## config.mk

```make
export PLATFORM = sky130hd
export DESIGN_NAME = key_matrix_debouncer_three_mode
export DESIGN_NICKNAME = d
export VERILOG_FILES = /design/src/rtl/core/kmd_pkg.sv /design/src/rtl/core/kmd_lane.sv /design/src/rtl/core/kmd_merge.sv /design/src/rtl/core/key_matrix_debouncer_three_mode.sv
export SDC_FILE = /design/constraint.sdc
export NUM_CORES = 2
export LEC_CHECK = 0
export ABC_AREA = 1
export BUFFER_PORTS_ARGS = -buffer_cell sky130_fd_sc_hd__buf_2
export CORE_AREA = 3 3 686 416
export CTS_CLUSTER_DIAMETER = 50
export DETAILED_ROUTE_END_ITERATION = 16
export DIE_AREA = 0 0 689 419
export HOLD_SLACK_MARGIN = 0.06
export PLACE_DENSITY_LB_ADDON = 0.15
export SKIP_LAST_GASP = 1
export SYNTH_ARGS = -nofsm -noshare
export SYNTH_HDL_FRONTEND = slang
export SYNTH_SLANG_ARGS = --single-unit
```

## constraint.sdc

```tcl
create_clock -name i_clk -period 7.1 [get_ports i_clk]
set_input_delay 1.42 -clock i_clk [delete_from_list [all_inputs] [get_ports i_clk]]
set_output_delay 1.42 -clock i_clk [all_outputs]
set_load 0.005 [all_outputs]
```

## src/rtl/core/kmd_pkg.sv

```systemverilog
// Shared types, constants and helpers for the key matrix debouncer.
package kmd_pkg;

    // Field widths
    localparam int ROW_IDX_W  = 3;
    localparam int FIELD_W    = 16;
    localparam int ELAPSED_W  = 8;
    localparam int TIMER_W    = 7;
    localparam int DELAY_W    = 7;
    localparam int CFG_IDX_W  = 2;
    localparam int CFG_DATA_W = 7;
    localparam int ROW_EXT_W  = 6;

    // Input beat layout (row, raw, elapsed), padded to 32 bits
    localparam int IN_ROW_LSB = 0;
    localparam int IN_RAW_LSB = IN_ROW_LSB + ROW_IDX_W;
    localparam int IN_EL_LSB  = IN_RAW_LSB + FIELD_W;
    localparam int IN_USED_W  = IN_EL_LSB + ELAPSED_W;
    localparam int IN_TDATA_W = ((IN_USED_W + 7) / 8) * 8;

    // Output beat layout (cooked, changed), padded to 24 bits
    localparam int OUT_USED_W  = FIELD_W + 1;
    localparam int OUT_TDATA_W = ((OUT_USED_W + 7) / 8) * 8;

    // Parameter defaults
    localparam int ROWS_DEF = 8;
    localparam int COLS_DEF = 16;

    localparam logic [DELAY_W-1:0] DELAY_RST = DELAY_W'(5);

    typedef enum logic [1:0] {
        MODE_DEFER = 2'd0,
        MODE_EAGER = 2'd1,
        MODE_ASYM  = 2'd2
    } t_mode;

    typedef enum logic [CFG_IDX_W-1:0] {
        CFG_MODE    = 2'd0,
        CFG_PRESS   = 2'd1,
        CFG_RELEASE = 2'd2
    } t_cfg_idx;

    typedef struct packed {
        t_mode               mode;
        logic [DELAY_W-1:0]  press;
        logic [DELAY_W-1:0]  release_d;
    } t_lane_cfg;

    typedef struct packed {
        logic                press_flag;
        logic [TIMER_W-1:0]  timer;
    } t_key_state;

    typedef struct packed {
        logic accept;
        logic row_ok;
    } t_merge_ctl;

    // Reserved mode code falls back to deferred
    function automatic t_mode mode_decode(input logic [CFG_DATA_W-1:0] v);
        t_mode m;
        if (v[1:0] == MODE_EAGER) begin
            m = MODE_EAGER;
        end else if (v[1:0] == MODE_ASYM) begin
            m = MODE_ASYM;
        end else begin
            m = MODE_DEFER;
        end
        return m;
    endfunction

    // Zero delay is taken as 1 ms
    function automatic logic [DELAY_W-1:0] fix_delay(input logic [CFG_DATA_W-1:0] v);
        logic [DELAY_W-1:0] d;
        d = DELAY_W'(v);
        return (d == '0) ? DELAY_W'(1) : d;
    endfunction

endpackage

```

## src/rtl/core/kmd_lane.sv

```systemverilog
// One key lane: timer countdown and mode-specific debounce of a single column.
module kmd_lane
    import kmd_pkg::*;
(
    input  t_lane_cfg              i_cfg,
    input  logic                   i_raw,
    input  logic                   i_cooked,
    input  t_key_state             i_state,
    input  logic [ELAPSED_W-1:0]   i_elapsed,
    output logic                   o_cooked,
    output t_key_state             o_state
);

    logic               w_tc_cooked;
    logic [TIMER_W-1:0] w_tc_timer;
    logic               w_diff;

    // timer phase
    always_comb begin
        w_tc_cooked = i_cooked;
        w_tc_timer  = i_state.timer;
        if (i_state.timer != '0) begin
            if ({1'b0, i_state.timer} <= i_elapsed) begin
                w_tc_timer = '0;
                if (i_cfg.mode == MODE_DEFER ||
                    (i_cfg.mode == MODE_ASYM && !i_state.press_flag)) begin
                    w_tc_cooked = i_raw;
                end
            end else begin
                w_tc_timer = TIMER_W'({1'b0, i_state.timer} - i_elapsed);
            end
        end
    end

    assign w_diff = i_raw ^ w_tc_cooked;

    // transfer phase
    always_comb begin
        o_cooked           = w_tc_cooked;
        o_state.timer      = w_tc_timer;
        o_state.press_flag = i_state.press_flag;
        unique case (i_cfg.mode)
            MODE_EAGER: begin
                if (w_diff && w_tc_timer == '0) begin
                    o_state.timer = i_cfg.release_d;
                    o_cooked      = ~w_tc_cooked;
                end
            end
            MODE_ASYM: begin
                if (w_diff) begin
                    if (w_tc_timer == '0) begin
                        o_state.press_flag = i_raw;
                        o_state.timer      = i_raw ? i_cfg.press : i_cfg.release_d;
                        if (i_raw) begin
                            o_cooked = ~w_tc_cooked;
                        end
                    end
                end else if (w_tc_timer != '0 && !i_state.press_flag) begin
                    o_state.timer = '0;
                end
            end
            default: begin
                if (w_diff) begin
                    if (w_tc_timer == '0) begin
                        o_state.timer = i_cfg.press;
                    end
                end else begin
                    o_state.timer = '0;
                end
            end
        endcase
    end

endmodule

```

## src/rtl/core/kmd_merge.sv

```systemverilog
// Merge stage: gathers lane results, flags a changed row, holds the output beat.
module kmd_merge
    import kmd_pkg::*;
#(
    parameter int LANES = COLS_DEF
) (
    input  logic                    i_clk,
    input  logic                    i_rst_n,
    input  t_merge_ctl              i_ctl,
    input  logic [LANES-1:0]        i_new_bits,
    input  logic [LANES-1:0]        i_old_bits,
    input  logic                    i_m_tready,
    output logic                    o_ready,
    output logic                    o_m_tvalid,
    output logic [OUT_TDATA_W-1:0]  o_m_tdata
);

    logic                   r_valid;
    logic [OUT_TDATA_W-1:0] r_data;
    logic [OUT_TDATA_W-1:0] n_data;
    logic [FIELD_W-1:0]     w_cooked;
    logic                   w_changed;

    assign o_ready = !r_valid || i_m_tready;

    always_comb begin
        w_cooked  = '0;
        w_changed = 1'b0;
        if (i_ctl.row_ok) begin
            w_cooked  = FIELD_W'(i_new_bits);
            w_changed = (i_new_bits != i_old_bits);
        end
        n_data = OUT_TDATA_W'({w_changed, w_cooked});
    end

    always_ff @(posedge i_clk) begin
        if (!i_rst_n) begin
            r_valid <= 1'b0;
        end else if (i_ctl.accept) begin
            r_valid <= 1'b1;
        end else if (i_m_tready) begin
            r_valid <= 1'b0;
        end
    end

    always_ff @(posedge i_clk) begin
        if (i_ctl.accept) begin
            r_data <= n_data;
        end
    end

    assign o_m_tvalid = r_valid;
    assign o_m_tdata  = r_data;

endmodule

```

## src/rtl/core/key_matrix_debouncer_three_mode.sv

```systemverilog
// Top level: per-key debouncer for a scanned key matrix, one row per beat.
// Output beat: registered in kmd_merge, valid in the cycle after the input beat is accepted.
// Throughput: 1 row per cycle while the output is not held back; all columns of a row run in
//   parallel lanes and the row state is read and written back in the same cycle, so rows may repeat.
// Reset (sync, active low): mode deferred, both delays 5 ms, all timers, press
//   flags and debounced rows cleared; output empty.
module key_matrix_debouncer_three_mode
    import kmd_pkg::*;
#(
    parameter int ROWS = ROWS_DEF,
    parameter int COLS = COLS_DEF
) (
    input  logic                    i_clk,
    input  logic                    i_rst_n,
    // config write port
    input  logic                    i_cfg_we,
    input  logic [CFG_IDX_W-1:0]    i_cfg_idx,
    input  logic [CFG_DATA_W-1:0]   i_cfg_data,
    // input beat
    input  logic                    i_s_tvalid,
    output logic                    o_s_tready,
    input  logic [IN_TDATA_W-1:0]   i_s_tdata,   // row_index[2:0], raw_bits[18:3], elapsed_ms[26:19]
    // output beat
    output logic                    o_m_tvalid,
    input  logic                    i_m_tready,
    output logic [OUT_TDATA_W-1:0]  o_m_tdata    // cooked_bits[15:0], row_changed[16]
);

    // Columns beyond the 16-bit row field are never looked at.
    localparam int LANES = (COLS < FIELD_W) ? COLS : FIELD_W;
    localparam int ROW_W = (ROWS > 1) ? $clog2(ROWS) : 1;

    // config registers
    t_mode              r_mode;
    logic [DELAY_W-1:0] r_press;
    logic [DELAY_W-1:0] r_release;

    // per-row state: debounced bits plus one timer/flag per lane
    logic [LANES-1:0]   r_rows  [ROWS];
    t_key_state         r_state [ROWS][LANES];

    logic [ROW_IDX_W-1:0] w_row;
    logic [FIELD_W-1:0]   w_raw;
    logic [ELAPSED_W-1:0] w_elapsed;
    logic [ROW_EXT_W-1:0] w_row_ext;
    logic [ROW_W-1:0]     w_sel;
    logic                 w_row_ok;
    logic                 w_acc;
    logic                 w_cfg_hit;

    t_lane_cfg            w_lane_cfg;
    logic [LANES-1:0]     w_old_bits;
    logic [LANES-1:0]     w_new_bits;
    t_key_state           w_lane_state [LANES];
    t_merge_ctl           w_ctl;

    // unpack the input beat
    assign w_row     = i_s_tdata[IN_RAW_LSB-1:IN_ROW_LSB];
    assign w_raw     = i_s_tdata[IN_EL_LSB-1:IN_RAW_LSB];
    assign w_elapsed = i_s_tdata[IN_USED_W-1:IN_EL_LSB];
    assign w_row_ext = ROW_EXT_W'(w_row);
    assign w_sel     = w_row_ext[ROW_W-1:0];
    // out-of-range rows leave state alone and give an all-zero result
    assign w_row_ok  = (w_row_ext < ROW_EXT_W'(ROWS));
    assign w_acc     = i_s_tvalid && o_s_tready;

    // any write to a defined register clears every timer and press flag
    assign w_cfg_hit = i_cfg_we && (i_cfg_idx == CFG_MODE || i_cfg_idx == CFG_PRESS ||
                                    i_cfg_idx == CFG_RELEASE);

    always_ff @(posedge i_clk) begin
        if (!i_rst_n) begin
            r_mode    <= MODE_DEFER;
            r_press   <= DELAY_RST;
            r_release <= DELAY_RST;
        end else if (i_cfg_we) begin
            unique case (i_cfg_idx)
                CFG_MODE:    r_mode    <= mode_decode(i_cfg_data);
                CFG_PRESS:   r_press   <= fix_delay(i_cfg_data);
                CFG_RELEASE: r_release <= fix_delay(i_cfg_data);
                default: ;
            endcase
        end
    end

    assign w_lane_cfg = '{mode: r_mode, press: r_press, release_d: r_release};
    assign w_old_bits = r_rows[w_sel];

    // one lane per column, up to the 16-bit row field
    for (genvar l = 0; l < LANES; l++) begin : g_lane
        kmd_lane u_lane (
            .i_cfg     (w_lane_cfg),
            .i_raw     (w_raw[l]),
            .i_cooked  (w_old_bits[l]),
            .i_state   (r_state[w_sel][l]),
            .i_elapsed (w_elapsed),
            .o_cooked  (w_new_bits[l]),
            .o_state   (w_lane_state[l])
        );
    end

    // state write-back
    always_ff @(posedge i_clk) begin
        if (!i_rst_n || w_cfg_hit) begin
            for (int r = 0; r < ROWS; r++) begin
                for (int l = 0; l < LANES; l++) begin
                    r_state[r][l] <= '0;
                end
            end
        end else if (w_acc && w_row_ok) begin
            for (int l = 0; l < LANES; l++) begin
                r_state[w_sel][l] <= w_lane_state[l];
            end
        end
    end

    // debounced rows survive config writes
    always_ff @(posedge i_clk) begin
        if (!i_rst_n) begin
            for (int r = 0; r < ROWS; r++) begin
                r_rows[r] <= '0;
            end
        end else if (w_acc && w_row_ok) begin
            r_rows[w_sel] <= w_new_bits;
        end
    end

    assign w_ctl = '{accept: w_acc, row_ok: w_row_ok};

    kmd_merge #(
        .LANES (LANES)
    ) u_merge (
        .i_clk      (i_clk),
        .i_rst_n    (i_rst_n),
        .i_ctl      (w_ctl),
        .i_new_bits (w_new_bits),
        .i_old_bits (w_old_bits),
        .i_m_tready (i_m_tready),
        .o_ready    (o_s_tready),
        .o_m_tvalid (o_m_tvalid),
        .o_m_tdata  (o_m_tdata)
    );

    // checks
    a_rst_empty: assert property (@(posedge i_clk) !i_rst_n |=> !o_m_tvalid)
        else $error("output beat present after reset");

    a_acc_valid: assert property (@(posedge i_clk) disable iff (!i_rst_n)
        w_acc |=> o_m_tvalid)
        else $error("accepted row produced no output beat");

    a_bad_row: assert property (@(posedge i_clk) disable iff (!i_rst_n)
        (w_acc && !w_row_ok) |=> (o_m_tdata == '0))
        else $error("out-of-range row gave a nonzero result");

    a_pad_zero: assert property (@(posedge i_clk) disable iff (!i_rst_n)
        o_m_tvalid |-> (o_m_tdata[OUT_TDATA_W-1:OUT_USED_W] == '0))
        else $error("output padding bits not zero");

endmodule
```

==> run summary <==
OUTCOME
----------------------------------------------------------------------------
Outcome                                                         finished, final reports clean

YOSYS
----------------------------------------------------------------------------
Top cell type's share of synthesized area                              50.3%
Asr flop ratio synth                                                      0%
Top cells by count, synth                                       nand2_1 (3057), edfxtp_1 (1169), nor2_1 (942)
Post-Synthesis Cells                                                    8742
Synth Cell Area                                                    69700 um2
Main combinational cell family by area after synthesis          simple AND/OR/NAND/NOR gates
Largest area contributor in the synthesized netlist                 edfxtp_1
Multiplexer area fraction after synthesis                                 0%
Xor-xnor portion of the synthesized cell area                         0.640%
Count of flip-flops with a built-in enable after synthesis              1169
Avg Cell Area, Syn                                                  7.98 um2
Main synth FF type                                                  edfxtp_1
Most repeated cell in the gate-level netlist after synthesis         nand2_1
Area fraction in compound gates after synthesis                        13.3%
Total of flip-flops plus latches after synthesis                        1186
Yosys cell types                                                          48
Top area cells in the synthesized netlist                       edfxtp_1 (50%), nand2_1 (16%), a21oi_1 (6.6%)
Yosys warnings                                                             0
Adder-cell share of the synthesized area                               2.52%
Share of synthesized cell area in and, or, nand and nor gates          26.3%
Proportion of synthesized chip area in sequential cells                50.8%

CRITICAL PATH
----------------------------------------------------------------------------
Kind of end point of the critical path                              register
Kind of critical path                                              in -> reg
Maximum fanout along the worst path                                       52
Kind of launch point of the worst setup path                    primary input
Worst EP required                                                    7.66 ns
Worst endpoint data arrival time                                     6.53 ns

MIN PATH
----------------------------------------------------------------------------
Path type of the worst min-delay path                             reg -> reg

GRT
----------------------------------------------------------------------------
Global-route usage over all layers                                     21.3%
Initial antenna violation count                                           35
Global-route wire length before repair                                444 mm
Pin count of the biggest net entering global routing                     113
Via count of the first global-routing pass                             58169
Total global routing overflow                                              0

DETAILED ROUTING
----------------------------------------------------------------------------
Routed len/inst                                                      25.2 um
Post-detailed-route via-to-cell ratio                                   5.06
Vias post-DR                                                           63353
Routed wire length                                                    316 mm
Total iterations of the first detailed-routing run                         6
Total DRC errors in the routed layout                                      0
Iteration-0 DRC Markers                                                 7956
Post-DRT Antenna Nets                                                      0

STA
----------------------------------------------------------------------------
Final WS setup                                                       1.13 ns
Setup repair after global routing missed its margin                       no
Max-slew violation total from the final report                             0
Final Hold Fails                                                           0
Rel. slew slack                                                        6.42%
Final worst clock skew                                             0.0610 ns
Transition time at the pin with the least slew margin                1.40 ns
Fmax                                                                 168 MHz
Crit share post-route                                                  84.1%
Aggregate negative setup slack                                          0 ns
Final period demand of the worst path                                5.97 ns
Final-report setup violation count                                         0

CTS
----------------------------------------------------------------------------
Number of buffers on the longest clock path                                4
Maximum level of the CTS H-tree                                            4
CTS hold repair buffers                                                    0
Setup Buffers After CTS                                                    0
Cts bufs inserted                                                        145
Root buffer cell                                                   clkbuf_16
Total of cells resized after clock tree synthesis                          0
Clock latency on the worst-skew pair                                 0.85 ns
CTS tree                                                               built
Clock Pin Slew Worst Setup and Hold Paths                            0.06 ns
Number of sinks handled by clock tree synthesis                         1186

FLOORPLANNING
----------------------------------------------------------------------------
DIE HEIGHT                                                            419 um
Die W                                                                 689 um
Initial standard-cell utilization of the core                          25.0%
Die Footprint                                                     289000 um2
Core box area                                                     279000 um2
Placement row count                                                      150
I/O pin count                                                             72

CELLS AND AREA
----------------------------------------------------------------------------
Share of post-route cells with drive strength above 1                  7.65%
Total number of nets in the final design                                8861
Fillcell total                                                         29975
Area growth syn-to-layout                                              14.0%

PLACEMENT
----------------------------------------------------------------------------
Final Wtd Congestion                                                   0.875
Port Buffers                                                              59
Place WS                                                            0.403 ns
Post-detail-place hpwl                                                194 mm

POWER
----------------------------------------------------------------------------
Worst voltage drop across the vdd grid                                211 uV
Pwr Density                                                       256 nW/um2
Lkg Pwr                                                              32.8 nW

RUN
----------------------------------------------------------------------------
Max-cap violations                                                         0

[sequential cells by signal, indices dropped and copies added (netlist names)]
name / count
r_state: 1024
r_rows: 128
u_merge.o_m_tdata: 17
r_press: 7
r_release: 7
r_mode: 2
u_merge.o_m_tvalid: 1
[layout make-up]
type | instances | area (um2) | area share, %
diodes | 6 | 15.0 | 0.0189
multi-input cells | 6472 | 30000 | 37.7
well taps | 3724 | 4660 | 5.86
clock inverters | 78 | 773 | 0.972
repair buffers | 296 | 2620 | 3.29
clock buffers | 172 | 3780 | 4.75
inverters | 583 | 2240 | 2.82
flip-flops and latches | 1186 | 35400 | 44.6
[stage by stage]
step                      hold WS, ns  cell area (um2)  instances  total power, mW  utilization [%]
final                           0.571            79500      12517             20.4             28.6
after global routing            0.609            79500      12513             21.3             28.6
after CTS                       0.590            79500      12511             20.4             28.5
after detailed placement        0.578            75000      12261             12.9             26.9
after global placement          0.573            75000      12261             12.9             26.9
after floorplan                 0.482            69800       8748             11.2                -
[final timing paths]
path | from | slack (ns) | endpoint | cells after the start
worst max-delay path | i_s_tdata[0] | 1.13 | r_state[0][115]$_SDFFCE_PN0P_ | 26
worst min-delay path | u_merge.o_m_tvalid$_SDFFE_PN0P_ | 0.57 | u_merge.o_m_tvalid$_SDFFE_PN0P_ | 2
worst max register to register | r_state[0][104]$_SDFFCE_PN0P_ | 2.32 | r_state[3][105]$_SDFFCE_PN0P_ | 23
worst min register to register | u_merge.o_m_tvalid$_SDFFE_PN0P_ | 0.57 | u_merge.o_m_tvalid$_SDFFE_PN0P_ | 2
[power by group]
group	switching, mW	internal, mW
clock	3.23	4.26
combinational	3.55	1.14
sequential	0.111	8.08
total	6.89	13.5
[critical path, stage by stage]
cell and delay (ns):
buf_8 0.14, inv_8 0.36, buf_4 0.29, nand2_1 0.06, a21oi_1 0.17, o21ai_0 0.10
nand2_1 0.14, inv_1 0.06, ha_1 0.21, fa_1 0.43, inv_1 0.09, nand2_1 0.06
nand2_1 0.08, nand2_1 0.06, nand2_1 0.06, nand2_1 0.16, nor2_1 0.21, o21ai_0 0.15
nand3_1 0.37, inv_1 0.37, nand2_1 0.43, nand2_1 0.09, nand3_1 0.09, nand2_1 0.07
a21oi_2 0.60, nor2_1 0.09
[cells in the final DEF (no fill, tap or decap), drive strengths merged, types with 28 or more instances in the layout]
cell type  Yosys  routed
o211ai       188     188
o21ai        434     434
a21oi        944     944
buf          236     296
or2           47      47
nand2       3083    3083
edfxtp      1169    1169
inv          565     580
ha           115     115
nor2         963     963
nand3b        31      31
xnor2         28      28
nand4         57      57
nand3        404     404
clkinv        18      65
clkbuf       271     172
[kinds of logic (layout without fill, tap and decap cells)]
kind of cell               count (synthesis)  after routing
and+or+nand+nor                         4613           4613
AOI/OAI and AO/OA                       1670           1670
DFF                                     1186           1186
buffers and inverters                   1090           1129
adders and majority gates                131            131
xor gates and xnor gates                  51             51
other                                      1             13
[per-layer routing]
layer  routed length (um)  part of all wire [%]  GRT usage, %
met1               160000                    51          34.2
met2               122000                    39          28.6
met3                28100                   8.9          4.15
met4                 6340                   2.0          4.24
met5                   13                0.0041             0
Power figures use the tool's default switching activity.
